==> config.mk <==
export PLATFORM = sky130hd
export DESIGN_NAME = thermal_level_governor
export DESIGN_NICKNAME = d
export VERILOG_FILES = /design/src/hdl/tlg_pkg.sv /design/src/hdl/tlg_cfg_regs.sv /design/src/hdl/tlg_level_fsm.sv /design/src/hdl/thermal_level_governor.sv
export SDC_FILE = /design/constraint.sdc
export NUM_CORES = 1
export LEC_CHECK = 0
export BUFFER_PORTS_ARGS = -buffer_cell sky130_fd_sc_hd__buf_2
export CAP_MARGIN = 5
export CELL_PAD_IN_SITES_DETAIL_PLACEMENT = 1
export CELL_PAD_IN_SITES_GLOBAL_PLACEMENT = 2
export CORE_MARGIN = 4
export CORE_UTILIZATION = 37
export DETAILED_ROUTE_END_ITERATION = 8
export PLACE_DENSITY_LB_ADDON = 0.1
export REMOVE_ABC_BUFFERS = 1
export SLEW_MARGIN = 20
export SYNTH_ARGS = -nofsm -noshare
export SYNTH_HDL_FRONTEND = slang
export SYNTH_SLANG_ARGS = --single-unit
==> constraint.sdc <==
create_clock -name clk_i -period 2.95 [get_ports clk_i]
set_input_delay 0.1475 -clock clk_i [delete_from_list [all_inputs] [get_ports clk_i]]
set_output_delay 0.1475 -clock clk_i [all_outputs]
set_load 0.1 [all_outputs]
==> src/hdl/tlg_pkg.sv <==
// shared types, constants and register codes for the thermal level governor
// no dependencies; imported by every module of the block
package tlg_pkg;

  localparam int unsigned TEMP_W     = 9;
  localparam int unsigned DUTY_W     = 8;
  localparam int unsigned CFG_IDX_W  = 3;
  localparam int unsigned CFG_DATA_W = 9;

  typedef logic signed [TEMP_W-1:0] temp_t;
  typedef logic [DUTY_W-1:0]        duty_t;

  typedef enum logic [1:0] {
    LVL_NORMAL = 2'd0,
    LVL_WARM   = 2'd1,
    LVL_HOT    = 2'd2,
    LVL_CRIT   = 2'd3
  } level_e;

  typedef enum logic [CFG_IDX_W-1:0] {
    REG_WARM_ENTER   = 3'd0,
    REG_WARM_EXIT    = 3'd1,
    REG_HOT_ENTER    = 3'd2,
    REG_HOT_EXIT     = 3'd3,
    REG_CRIT_ENTER   = 3'd4,
    REG_CRIT_EXIT    = 3'd5,
    REG_FAN_FULL     = 3'd6,
    REG_FAN_RECOVER  = 3'd7
  } cfg_idx_e;

  typedef struct packed {
    temp_t warm_enter;
    temp_t warm_exit;
    temp_t hot_enter;
    temp_t hot_exit;
    temp_t crit_enter;
    temp_t crit_exit;
    duty_t fan_full;
    duty_t fan_recover;
  } cfg_t;

  typedef struct packed {
    level_e level;
    logic   fan_write;
    duty_t  fan_duty;
  } result_t;

  localparam temp_t WARM_ENTER_RST  = 9'sd48;
  localparam temp_t WARM_EXIT_RST   = 9'sd47;
  localparam temp_t HOT_ENTER_RST   = 9'sd51;
  localparam temp_t HOT_EXIT_RST    = 9'sd49;
  localparam temp_t CRIT_ENTER_RST  = 9'sd55;
  localparam temp_t CRIT_EXIT_RST   = 9'sd54;
  localparam duty_t FAN_FULL_RST    = 8'd255;
  localparam duty_t FAN_RECOVER_RST = 8'd125;
  localparam temp_t HELD_TEMP_RST   = 9'sd70;

endpackage

==> src/hdl/tlg_cfg_regs.sv <==
// configuration register file: thresholds and fan duties
// depends on tlg_pkg
module tlg_cfg_regs import tlg_pkg::*; (
  input  logic                  clk_i,
  input  logic                  rst_ni,
  input  logic                  cfg_we_i,
  input  logic [CFG_IDX_W-1:0]  cfg_idx_i,
  input  logic [CFG_DATA_W-1:0] cfg_wdata_i,
  output cfg_t                  cfg_o
);

  cfg_t cfg_q, cfg_d;

  always_comb begin
    cfg_d = cfg_q;
    if (cfg_we_i) begin
      case (cfg_idx_e'(cfg_idx_i))
        REG_WARM_ENTER:  cfg_d.warm_enter  = temp_t'(cfg_wdata_i);
        REG_WARM_EXIT:   cfg_d.warm_exit   = temp_t'(cfg_wdata_i);
        REG_HOT_ENTER:   cfg_d.hot_enter   = temp_t'(cfg_wdata_i);
        REG_HOT_EXIT:    cfg_d.hot_exit    = temp_t'(cfg_wdata_i);
        REG_CRIT_ENTER:  cfg_d.crit_enter  = temp_t'(cfg_wdata_i);
        REG_CRIT_EXIT:   cfg_d.crit_exit   = temp_t'(cfg_wdata_i);
        REG_FAN_FULL:    cfg_d.fan_full    = cfg_wdata_i[DUTY_W-1:0];
        REG_FAN_RECOVER: cfg_d.fan_recover = cfg_wdata_i[DUTY_W-1:0];
        default:         cfg_d = cfg_q;
      endcase
    end
  end

  always_ff @(posedge clk_i or negedge rst_ni) begin
    if (!rst_ni) begin
      cfg_q.warm_enter  <= WARM_ENTER_RST;
      cfg_q.warm_exit   <= WARM_EXIT_RST;
      cfg_q.hot_enter   <= HOT_ENTER_RST;
      cfg_q.hot_exit    <= HOT_EXIT_RST;
      cfg_q.crit_enter  <= CRIT_ENTER_RST;
      cfg_q.crit_exit   <= CRIT_EXIT_RST;
      cfg_q.fan_full    <= FAN_FULL_RST;
      cfg_q.fan_recover <= FAN_RECOVER_RST;
    end else begin
      cfg_q <= cfg_d;
    end
  end

  assign cfg_o = cfg_q;

endmodule

==> src/hdl/tlg_level_fsm.sv <==
// level state machine with hysteresis, held temperature and fan write decode
// depends on tlg_pkg
module tlg_level_fsm import tlg_pkg::*; (
  input  logic    clk_i,
  input  logic    rst_ni,
  input  logic    step_i,
  input  logic    sample_ok_i,
  input  temp_t   sample_temp_i,
  input  cfg_t    cfg_i,
  output result_t result_o
);

  level_e level_q, level_d;
  temp_t  held_q, held_d;
  temp_t  temp;

  always_ff @(posedge clk_i or negedge rst_ni) begin
    if (!rst_ni) begin
      level_q <= LVL_NORMAL;
      held_q  <= HELD_TEMP_RST;
    end else if (step_i) begin
      level_q <= level_d;
      held_q  <= held_d;
    end
  end

  always_comb begin
    // a failed read falls back to the last good temperature
    held_d = sample_ok_i ? sample_temp_i : held_q;
    temp   = held_d;
    level_d = level_q;
    case (level_q)
      LVL_NORMAL: begin
        if ($signed(temp) >= $signed(cfg_i.warm_enter)) level_d = LVL_WARM;
      end
      LVL_WARM: begin
        // stepping up wins over stepping down
        if ($signed(temp) >= $signed(cfg_i.hot_enter))     level_d = LVL_HOT;
        else if ($signed(temp) < $signed(cfg_i.warm_exit)) level_d = LVL_NORMAL;
      end
      LVL_HOT: begin
        if ($signed(temp) >= $signed(cfg_i.crit_enter))   level_d = LVL_CRIT;
        else if ($signed(temp) < $signed(cfg_i.hot_exit)) level_d = LVL_WARM;
      end
      LVL_CRIT: begin
        if ($signed(temp) < $signed(cfg_i.crit_exit)) level_d = LVL_HOT;
      end
      default: level_d = LVL_NORMAL;
    endcase

    result_o.level     = level_d;
    result_o.fan_write = 1'b0;
    result_o.fan_duty  = '0;
    if (level_d == LVL_CRIT && level_q != LVL_CRIT) begin
      result_o.fan_write = 1'b1;
      result_o.fan_duty  = cfg_i.fan_full;
    end else if (level_q == LVL_CRIT && level_d != LVL_CRIT) begin
      result_o.fan_write = 1'b1;
      result_o.fan_duty  = cfg_i.fan_recover;
    end
  end

  a_fan_on_crit_edge: assert property (@(posedge clk_i) disable iff (!rst_ni)
    step_i && result_o.fan_write |=> (level_q == LVL_CRIT) != $past(level_q == LVL_CRIT))
    else $error("fan write without a critical transition");

  a_hold_when_idle: assert property (@(posedge clk_i) disable iff (!rst_ni)
    !step_i |=> $stable(level_q) && $stable(held_q))
    else $error("state changed without a step");

  a_one_level_step: assert property (@(posedge clk_i) disable iff (!rst_ni)
    step_i |=> ($past(level_q) == level_q)
            || ({1'b0, $past(level_q)} + 3'd1 == {1'b0, level_q})
            || ({1'b0, level_q} + 3'd1 == {1'b0, $past(level_q)}))
    else $error("level moved more than one step");

endmodule

==> src/hdl/thermal_level_governor.sv <==
// thermal level governor: a reading passes the input register, then the result
// register; throughput one reading per cycle unless the result is stalled by
// out_ready_i low, the input register refills while the result register drains
// state logic between the two registers is a few 9-bit compares and a mux
// reset: level normal, held temperature 70, registers at their defaults, no item held
// depends on tlg_pkg, tlg_cfg_regs, tlg_level_fsm
module thermal_level_governor import tlg_pkg::*; (
  input  logic                  clk_i,
  input  logic                  rst_ni,
  input  logic                  in_valid_i,
  output logic                  in_ready_o,
  input  logic                  sample_ok_i,
  input  logic signed [8:0]     sample_temp_i,
  output logic                  out_valid_o,
  input  logic                  out_ready_i,
  output logic [1:0]            level_o,
  output logic                  fan_write_o,
  output logic [7:0]            fan_duty_o,
  input  logic                  cfg_we_i,
  input  logic [CFG_IDX_W-1:0]  cfg_idx_i,
  input  logic [CFG_DATA_W-1:0] cfg_wdata_i
);

  cfg_t    cfg;
  result_t result;

  logic    in_vld_q;
  logic    ok_q;
  temp_t   temp_q;
  logic    out_vld_q;
  result_t res_q;
  logic    adv;

  tlg_cfg_regs u_cfg (
    .clk_i       (clk_i),
    .rst_ni      (rst_ni),
    .cfg_we_i    (cfg_we_i),
    .cfg_idx_i   (cfg_idx_i),
    .cfg_wdata_i (cfg_wdata_i),
    .cfg_o       (cfg)
  );

  // item moves into the result register when that register is free or draining
  assign adv        = in_vld_q && (!out_vld_q || out_ready_i);
  assign in_ready_o = !in_vld_q || adv;

  tlg_level_fsm u_fsm (
    .clk_i         (clk_i),
    .rst_ni        (rst_ni),
    .step_i        (adv),
    .sample_ok_i   (ok_q),
    .sample_temp_i (temp_q),
    .cfg_i         (cfg),
    .result_o      (result)
  );

  always_ff @(posedge clk_i or negedge rst_ni) begin
    if (!rst_ni) begin
      in_vld_q  <= 1'b0;
      out_vld_q <= 1'b0;
    end else begin
      if (in_ready_o) in_vld_q <= in_valid_i;
      if (adv) out_vld_q <= 1'b1;
      else if (out_ready_i) out_vld_q <= 1'b0;
    end
  end

  always_ff @(posedge clk_i) begin
    if (in_valid_i && in_ready_o) begin
      ok_q   <= sample_ok_i;
      temp_q <= sample_temp_i;
    end
    if (adv) res_q <= result;
  end

  assign out_valid_o = out_vld_q;
  assign level_o     = res_q.level;
  assign fan_write_o = res_q.fan_write;
  assign fan_duty_o  = res_q.fan_duty;

  a_stall_cause: assert property (@(posedge clk_i) disable iff (!rst_ni)
    !in_ready_o |-> in_vld_q && out_vld_q && !out_ready_i)
    else $error("input stalled without a blocked result");

  a_duty_zero: assert property (@(posedge clk_i) disable iff (!rst_ni)
    out_valid_o && !fan_write_o |-> fan_duty_o == '0)
    else $error("fan duty nonzero without a fan write");

  a_result_loaded: assert property (@(posedge clk_i) disable iff (!rst_ni)
    adv |=> out_vld_q)
    else $error("stepped item did not reach the result register");

endmodule
==> metrics.md <==
| Metric | Value |
|---|---|
| Status | `finished with violations` |
| Failing checks | `setup timing` |
| CTS root buf | `clkbuf_16` |
| Post-synth EDFFs | `21` |
| Critical Path Max Stage Delay | `roughly 0.46 ns` |
| Placed standard-cell area | `5960 um^2` |
| First-pass GRT wire length | `22200 um` |
| Critical Path RT | `3.06 ns` |
| Setup_tns | `-1.09 ns` |
| Worst-Margin Slew | `0.777 ns` |
| Gate Count Post-Synth | `459` |
| Share of cells above drive strength 1 | `0.420` |
| LEAKAGE | `2.94 nW` |
| Synth-to-layout area growth | `27.5%` |
| CP arrival | `3.20 ns` |
| TritonCTS clock tree | `yes` |
| Largest net degree at the start of global routing | `84` |
| Via density | `between 5 and 6` |
| CP bufs+invs | `2` |
| Async SR Flop Fraction | `0.798` |
| Max_cap viols | `0` |
| Fin crit share | `1.05` |
| Antenna Cells | `0` |
| Overall power | `5.83 mW` |
| H-tree depth | `3` |
| Setup CP Type | `register to register` |
| Mean Syn Cell Area | `~12 um^2` |
| Yosys cell types | `between 40 and 50` |
| Fin nets | `between 600 and 700` |
| Detail Route Antenna Nets | `0` |
| All-Layer GR Usage | `0.179` |
| Hold Slack | `0.0919 ns` |
| Vias in the first global route | `4173` |
| Cells along the critical path | `buf_12 > mux2_4 > ha_4 > inv_2 > or3_4 > a211o_1 > o221ai_2 > a21oi_2 > o311a_4 > or2_1` |
| Row count | `43` |
| DRC viols | `0` |
| Slowest-stage cell, CP | `edfxtp_1` |
| CORE AREA | `14000 um^2` |
| Hpwl dp | `9690 um` |
| Final max-slew violation count | `0` |
| CTS Buffer Depth | `2` |
| Mapped cell area | `5330 um^2` |
| WL final | `about 14000 um` |
| Commonest non-fill, non-tap cells in the layout | `52 x inv_1, 47 x nand2_1, 46 x mux2_2, 43 x dfrtp_1, 40 x dfstp_2` |
| Wire per inst | `~19 um` |
| Clk_skew | `0.00760 ns` |
| Critical Path Sink Type | `register` |
| Yosys reg bits | `104` |
| Total number of vias | `approximately 3700` |
| Initial Utilization | `0.381` |
| Synth Flop Type | `dfrtp_1` |
| Critical Path Start Type | `register` |
| First-pass DRT Iterations | `4` |
| Grt total ovfl | `0` |
| Routability Congestion | `0.780` |
| Post-place setup slack | `-0.340 ns` |
| PD cells | `857 nW/um^2` |
| Clk_lat worst skew | `approximately 0.36 ns` |
| Most common cell after layout, fill and taps aside | `inv_1` |
| RSZ-0062 raised after global routing | `yes` |
| Initial antenna violation count | `0` |
| Final hold viol count | `0` |
| Starting DRC count in detailed routing | `83` |
| Number of buffers created by CTS | `9` |
| Final Core Density | `0.486` |
| Die height | `128 um` |
| HP Class | `input pin to register` |
| IO Count | `40` |
| Slew headroom | `0.482` |
| Die area | `between 15000 and 20000 um^2` |
| Minimum clock period | `3.08 ns` |
| YS warnings | `0` |
| Register area share after synthesis | `0.518` |
| # clock sinks | `104` |
| # setup viols final | `10` |
| Worst Slack Setup Final | `-0.135 ns` |
| Worst ir drop on vdd | `0.382 mV` |
| Cell count after placement | `698` |
| CP max FO | `8` |
| Fin area | `roughly 6800 um^2` |
| Die Width | `around 130 um` |
| Non-Filler Instances | `733` |
| Port Buffers | `39` |
| Fmax | `324 MHz` |
| Clk slew on worst S/H paths | `0.07 ns` |
| Crit path max-delay family | `compound AO/OA/AOI/OAI gates` |
==> registers in the layout, summed over array words and instances (netlist names), 2 cells and up <==
register	count
fan_duty_o	8
level_o	2
temp_q	9
u_cfg.cfg_o	70
u_fsm.held_q	9
u_fsm.level_q	2
==> timing repair <==
item | 4_1_cts | 5_1_grt
endpoints found under the setup margin | 11 | 12
cloned | 1 | 0
buffers inserted | 5 | 2
hold buffers | 11 | 1
resized for setup | 43 | 17
hold endpoints to repair | 11 | 43
pin swaps | 9 | 13
==> tightest hold or removal path, cell delays in order <==
cell     delay (ns)
buf_2          0.16
nand2_1        0.07
o21ai_0        0.07
==> synthesized netlist by cell type, drive strengths merged, types with 3 or more instances <==
| master | n | area, um^2 |
|---|---|---|
| ha | 51 | 638 |
| nand2b | 9 | 56.3 |
| inv | 53 | 199 |
| nand4 | 5 | 31.3 |
| nand4b | 3 | 26.3 |
| clkbuf | 10 | 37.5 |
| a211oi | 6 | 50.1 |
| a22o | 8 | 70.1 |
| mux2 | 56 | 631 |
| nor3b | 4 | 30.0 |
| nor3 | 5 | 25.0 |
| nor2 | 7 | 26.3 |
| nand2 | 49 | 184 |
| o21ai | 40 | 200 |
| dfrtp | 43 | 1080 |
| dfstp | 40 | 1050 |
| a21oi | 15 | 75.1 |
| edfxtp | 21 | 631 |
| a21o | 4 | 30.0 |
==> routing by layer <==
| layer | up-vias | global-route usage | routed length [um] | share of wire |
|---|---|---|---|---|
| met5 | - | 0 | 0 | 0 |
| met4 | 0 | 0.0524 | 188 | 0.014 |
| met3 | 10 | 0.0346 | 318 | 0.023 |
| met2 | 40 | 0.325 | 7290 | 0.53 |
| met1 | 1892 | 0.215 | 5960 | 0.43 |
| li1 | 1803 | - | - | - |
==> power breakdown <==
part           switching (mW)  internal [mW]  total, mW
Sequential              0.165           1.92       2.09
Combinational            1.45           1.10       2.55
Clock                   0.537          0.654       1.19
Total                    2.15           3.68       5.83
==> worst paths after layout <==
kind | start | end | slack [ns] | depth (start not counted)
setup reg to reg | ok_q$_DFFE_PP_ | fan_write_o$_SDFFCE_PP1P_ | -0.13 | 10
setup / recovery | ok_q$_DFFE_PP_ | fan_write_o$_SDFFCE_PP1P_ | -0.13 | 10
hold / removal | cfg_wdata_i[1] | u_cfg.cfg_o[44]$_DFFE_PN1P_ | 0.09 | 3
min in group asynchronous | rst_ni | u_cfg.cfg_o[45]$_DFFE_PN0P_ | 0.42 | 2
hold reg to reg | u_cfg.cfg_o[35]$_DFFE_PN0P_ | u_cfg.cfg_o[35]$_DFFE_PN0P_ | 0.51 | 1
max in group asynchronous | rst_ni | u_cfg.cfg_o[68]$_DFFE_PN0P_ | 2.01 | 2
==> logic make-up (layout without fill, tap and decap cells) <==
group / count (synthesis) / after routing / synth area share
DFF: 104 / 104 / 0.518
and+or+nand+nor: 93 / 93 / 0.0846
buffers and inverters: 65 / 158 / 0.0486
muxes: 58 / 58 / 0.124
AOI/OAI and AO/OA: 88 / 89 / 0.105
adders and majority gates: 51 / 51 / 0.120
==> layout make-up <==
cell class | count | area (um^2)
fillers | 1485 | 7190
flip-flops and latches | 104 | 2760
multi-input cells | 291 | 2690
repair buffers | 89 | 634
clock buffers | 10 | 229
well taps | 180 | 225
inverters | 53 | 199
clock inverters | 6 | 61.3
Power figures use the tool's default switching activity.
